### src/rtl/assert_macros.svh
// assertion macros used by the top-level rtl file
// no dependencies; each macro checks one clocked implication, disabled while rst_n is low
`ifndef ASSERT_MACROS_SVH
`define ASSERT_MACROS_SVH

// same-cycle implication
`define ASSERT_IMPLIES(label, clk, rst_n, lhs, rhs) \
    label: assert property (@(posedge clk) disable iff (!(rst_n)) (lhs) |-> (rhs)) \
        else $error("same-cycle implication failed");

// next-cycle implication
`define ASSERT_NEXT(label, clk, rst_n, lhs, rhs) \
    label: assert property (@(posedge clk) disable iff (!(rst_n)) (lhs) |=> (rhs)) \
        else $error("next-cycle implication failed");

`endif

### src/rtl/bqlp_pkg.sv
// types and constants for the three-channel biquad low-pass filter
// no dependencies; used by bqlp_lane and the top level
`default_nettype none

package bqlp_pkg;

    localparam int SAMPLE_W   = 16;
    localparam int COEFF_FRAC = 16;
    localparam int COEFF_W    = COEFF_FRAC + 2;
    localparam int CHANNELS   = 3;

    // x + 2*x1 + x2 needs two more bits than a sample
    localparam int XSUM_W = SAMPLE_W + 2;
    localparam int FF_W   = COEFF_W + XSUM_W;
    localparam int FB_W   = COEFF_W + SAMPLE_W;
    localparam int ACC_W  = FF_W + 2;
    localparam int RND_W  = ACC_W - COEFF_FRAC;

    localparam int CFG_IDX_W = 2;

    typedef enum logic [CFG_IDX_W-1:0] {
        REG_B0_COEFF = 2'd0,
        REG_A1_COEFF = 2'd1,
        REG_A2_COEFF = 2'd2,
        REG_UNUSED   = 2'd3
    } t_cfg_reg;

    typedef struct packed {
        logic signed [SAMPLE_W-1:0] sample_joint_1;
        logic signed [SAMPLE_W-1:0] sample_joint_2;
        logic signed [SAMPLE_W-1:0] sample_joint_3;
    } t_in_item;

    typedef struct packed {
        logic signed [SAMPLE_W-1:0] filtered_joint_1;
        logic signed [SAMPLE_W-1:0] filtered_joint_2;
        logic signed [SAMPLE_W-1:0] filtered_joint_3;
    } t_out_item;

    typedef struct packed {
        logic signed [COEFF_W-1:0] b0;
        logic signed [COEFF_W-1:0] a1;
        logic signed [COEFF_W-1:0] a2;
    } t_coeffs;

    // stage enables shared by all lanes
    typedef struct packed {
        logic load;     // input transfer: feed-forward stage captures
        logic advance;  // feed-forward stage moves to the output register
    } t_lane_ctrl;

endpackage

`default_nettype wire

### src/rtl/bqlp_lane.sv
// one channel of the direct form I biquad: feed-forward stage and feedback loop
// depends on bqlp_pkg
`default_nettype none

module bqlp_lane
    import bqlp_pkg::*;
(
    input  wire logic                       i_clk,
    input  wire logic                       i_rst_n,
    input  wire t_lane_ctrl                 i_ctrl,
    input  wire t_coeffs                    i_coeffs,
    input  wire logic signed [SAMPLE_W-1:0] i_x,
    output logic signed [SAMPLE_W-1:0]      o_y
);

    localparam logic signed [ACC_W-1:0] ROUND_HALF = ACC_W'(1) <<< (COEFF_FRAC - 1);
    localparam logic signed [RND_W-1:0] SAT_MAX    = RND_W'((2 ** (SAMPLE_W - 1)) - 1);
    localparam logic signed [RND_W-1:0] SAT_MIN    = -SAT_MAX - RND_W'(1);

    logic signed [SAMPLE_W-1:0] r_x1;
    logic signed [SAMPLE_W-1:0] r_x2;
    logic signed [SAMPLE_W-1:0] r_y1;
    logic signed [SAMPLE_W-1:0] r_y2;
    logic signed [FF_W-1:0]     r_ff;

    logic signed [XSUM_W-1:0] w_xsum;
    logic signed [FF_W-1:0]   w_ff;
    logic signed [FB_W-1:0]   w_fb1;
    logic signed [FB_W-1:0]   w_fb2;
    logic signed [ACC_W-1:0]  w_acc;
    logic signed [RND_W-1:0]  w_rnd;
    logic signed [SAMPLE_W-1:0] w_y;

    // feed-forward part does not depend on the output history, so it runs a stage early
    assign w_xsum = XSUM_W'(i_x) + (XSUM_W'(r_x1) <<< 1) + XSUM_W'(r_x2);
    assign w_ff   = i_coeffs.b0 * w_xsum;

    always_ff @(posedge i_clk) begin
        if (!i_rst_n) begin
            r_x1 <= '0;
            r_x2 <= '0;
        end else if (i_ctrl.load) begin
            r_x1 <= i_x;
            r_x2 <= r_x1;
        end
    end

    always_ff @(posedge i_clk) begin
        if (i_ctrl.load) begin
            r_ff <= w_ff;
        end
    end

    // feedback loop is combinational from the output history registers back to them
    assign w_fb1 = i_coeffs.a1 * r_y1;
    assign w_fb2 = i_coeffs.a2 * r_y2;
    assign w_acc = ACC_W'(r_ff) - ACC_W'(w_fb1) - ACC_W'(w_fb2) + ROUND_HALF;
    // arithmetic drop of the fraction bits is a floor
    assign w_rnd = w_acc[ACC_W-1:COEFF_FRAC];

    always_comb begin
        if (w_rnd > SAT_MAX) begin
            w_y = SAT_MAX[SAMPLE_W-1:0];
        end else if (w_rnd < SAT_MIN) begin
            w_y = SAT_MIN[SAMPLE_W-1:0];
        end else begin
            w_y = w_rnd[SAMPLE_W-1:0];
        end
    end

    always_ff @(posedge i_clk) begin
        if (!i_rst_n) begin
            r_y1 <= '0;
            r_y2 <= '0;
        end else if (i_ctrl.advance) begin
            r_y1 <= w_y;
            r_y2 <= r_y1;
        end
    end

    assign o_y = w_y;

endmodule

`default_nettype wire

### config.mk
export PLATFORM = sky130hd
export DESIGN_NAME = bqlp_lane
export DESIGN_NICKNAME = d
export VERILOG_FILES = /design/src/rtl/assert_macros.svh /design/src/rtl/bqlp_pkg.sv /design/src/rtl/bqlp_lane.sv
export SDC_FILE = /design/constraint.sdc
export NUM_CORES = 2
export LEC_CHECK = 0
export BUFFER_PORTS_ARGS = -buffer_cell sky130_fd_sc_hd__buf_4
export CAP_MARGIN = 10
export CORE_AREA = 2 2 236 354
export CTS_CLUSTER_DIAMETER = 80
export DETAILED_ROUTE_END_ITERATION = 12
export DIE_AREA = 0 0 238 356
export GPL_TIMING_DRIVEN = 0
export PLACE_DENSITY = 0.65
export SLEW_MARGIN = 40
export SYNTH_ARGS = -nofsm -noshare
export SYNTH_HDL_FRONTEND = slang
export SYNTH_SLANG_ARGS = --single-unit
### constraint.sdc
create_clock -name i_clk -period 19.9 [get_ports i_clk]
set_clock_uncertainty 0.15 [all_clocks]
set_input_delay 0 -clock i_clk [delete_from_list [all_inputs] [get_ports i_clk]]
set_output_delay 0 -clock i_clk [all_outputs]
set_load 0.005 [all_outputs]
==> metrics <==
status=finished clean; residual DRC count=0; MaxCap Viol Count=0; final setup fails=0; register area share after synthesis=5.85%; DR vias/cell=5.13; Startpoint Class=flip-flop; Crit path required time=19,880 ps; crit end category=flip-flop; Final Cell Area=0.0430 mm2; Layout area overhead=6.32%; dominant synthesized flop cell=dfxtp_1; Cell Count Post-Placement=5,309; clock root cell=clkbuf_16; Area contributors post-synth=fa_1, inv_1, ha_1, and2_1, nand2_1; Synth Area per Inst=9.68 um2; final count of hold timing violations=0; #FFs+latches synth=100; worst hold-check path type=input port to flip-flop; final cell count without fillers=5,343; crit path DAT=11,290 ps; Max Slew Vio Count=0; post-route ant nets=0; Post-synth ARST share=0%; largest net degree at the start of global routing=38; H-tree Lvls=3; Die ar.=0.0847 mm2; num rows=129; Core Region=0.0820 mm2; die extent in y=356 um; CTS sink count=100; share of the synthesized area in the top cell type=52.9%; fmax=88.4 MHz; share of layout cells above drive strength 1=3.75%; Post-Route WL=106 mm; first-pass GRT wire length=169 mm; Starting Density=49.3%; GRT Resource Usage Total=26.5%; Final nets=5,717; setup TNS=0 ps; total grt overflow=0; Synth Cell Area=0.0404 mm2; Least-Margin Pin Slew=906 ps; EDFF count, synth=36; RSZ-0062 raised after global routing=false; number of fill cells=7,700; GPL Wtd Cong=0.957; Yosys cell types=77; Iteration-0 DRC Markers=1,031; IO buf count=85; critical path's slowest cell=clkbuf_1; critical path type=flip-flop to flip-flop; IO Count=90; most area-hungry cell type in the Yosys netlist=fa_1; Gate Count Post-Synth=4,176; DR pass1 iterations=5; Post-CTS Setup Repair Bufs=0; # resized after CTS=0; final period utilization=56.8%; CTS tree=done; ANT cells=0; Longest Clk Path Bufs=2; initial antenna violation count=7; Worst-path clk slew=80 ps; drt wl/cell=19.9 um; Yosys Warn Count=0; DP Wirelength=97.0 mm; CP most frequent cell=fa_1; fin util=52.4%; Die W=238 um; clock latency on the worst-skew pair=400 ps; vias in the first global route=31.0k; Slew headroom=39.6%; TritonCTS Buffers=9; Crit Path Max Fanout=10; post-layout minimum cycle time=11,310 ps; Vias=27.4k; Area after DPL=0.0425 mm2; max incr delay on CP=620 ps; Synthesized Nets=5,603
-- path summary, 6_finish.rpt --
| kind | start | end | slack (ps) | cells after the start |
|---|---|---|---|---|
| worst min register to register | r_y1[3] | r_y2[3] | 380 | 2 |
| worst max register to register | r_x1[0] | r_ff[35] | 8590 | 35 |
| worst min-delay path | i_coeffs[36] | r_ff[3] | 30 | 3 |
| worst max-delay path | r_x1[0] | r_ff[35] | 8590 | 35 |
-- placed cells by master (no fill, tap or decap), types with 36 or more instances in the layout --
cell / instances
edfxtp_1: 36
fa_1: 1066
dfxtp_1: 64
xnor2_1: 55
nand2_1: 483
nor2b_1: 79
mux2i_1: 49
inv_1: 1130
ha_1: 286
buf_4: 85
and2_1: 391
clkbuf_1: 147
nor2_1: 64
a21oi_1: 43
-- layer usage --
metal,up-vias,part of all wire (%),track usage [%]
met4,12,6.4,14.7
met2,616,55,51.1
met1,14200,36,28.4
li1,12200,-,-
met5,-,0.061,0
met3,303,2.9,2.06
-- critical path: cells and delay by family (launching register included) --
kind / cells / cell delay [ps]
simple gates: 3 / 680
flops: 1 / 380
fa+ha+maj: 10 / 4390
compound gates: 17 / 4280
xor+xnor: 2 / 420
buf+inv: 3 / 710
-- flip-flops by register name (all words and copies together), names as in the netlist --
signal,cells
r_y2,16
r_x2,16
r_ff,36
r_x1,16
r_y1,16
-- cell families after synthesis --
family          share of synthesized area, %
fa+ha+maj                               61.7
simple gates                            14.2
mux                                     1.21
buf+inv                                 12.0
flops                                   5.85
compound gates                          3.33
xor+xnor                                1.75
-- stage by stage --
step	hold WS, ps	setup slack, ps
floorplan	-37.5	10560
global placement	142	8710
detailed placement	149	8650
CTS	14.1	8610
global route	45.6	8100
finish	33.1	8590
-- area by class of cell --
| cell class | instances | area, um2 | area share [%] |
|---|---|---|---|
| inverters | 1130 | 4240 | 9.87 |
| plain buffers | 155 | 602 | 1.40 |
| clock buffers | 10 | 250 | 0.582 |
| clock inverters | 6 | 72.6 | 0.169 |
| well taps | 1048 | 1310 | 3.05 |
| repair buffers | 103 | 818 | 1.90 |
| multi-input cells | 2791 | 33300 | 77.5 |
| flip-flops and latches | 100 | 2360 | 5.50 |
-- Yosys cell counts (3+ instances only) --
cell / number
nand3_1: 11
a21o_1: 23
ha_1: 286
or2_2: 9
or3b_2: 6
nand2_1: 483
a21oi_1: 43
a31oi_1: 8
or3_1: 5
o21a_1: 11
nor2b_1: 79
edfxtp_1: 36
o21ai_1: 7
nand2b_1: 20
fa_1: 1067
nand3b_1: 9
xnor2_1: 65
and2_1: 391
mux2i_1: 49
xor2_1: 14
o21ai_0: 35
clkbuf_1: 148
inv_1: 1130
nor3b_1: 14
buf_1: 5
and3_1: 6
a41oi_1: 3
nor2_1: 64
nand4b_1: 3
o21bai_1: 8
dfxtp_1: 64
o2111ai_1: 3
nor3_1: 10
a211oi_1: 5
-- repair_timing --
item / in CTS / in global routing
hold buffers: 18 / 0
endpoints found under the setup margin: 0 / 0
endpoints found under the hold margin: 53 / 0
Power is not shown: default switching activity piles up to over one toggle a cycle in this logic, so the estimate is an artifact.
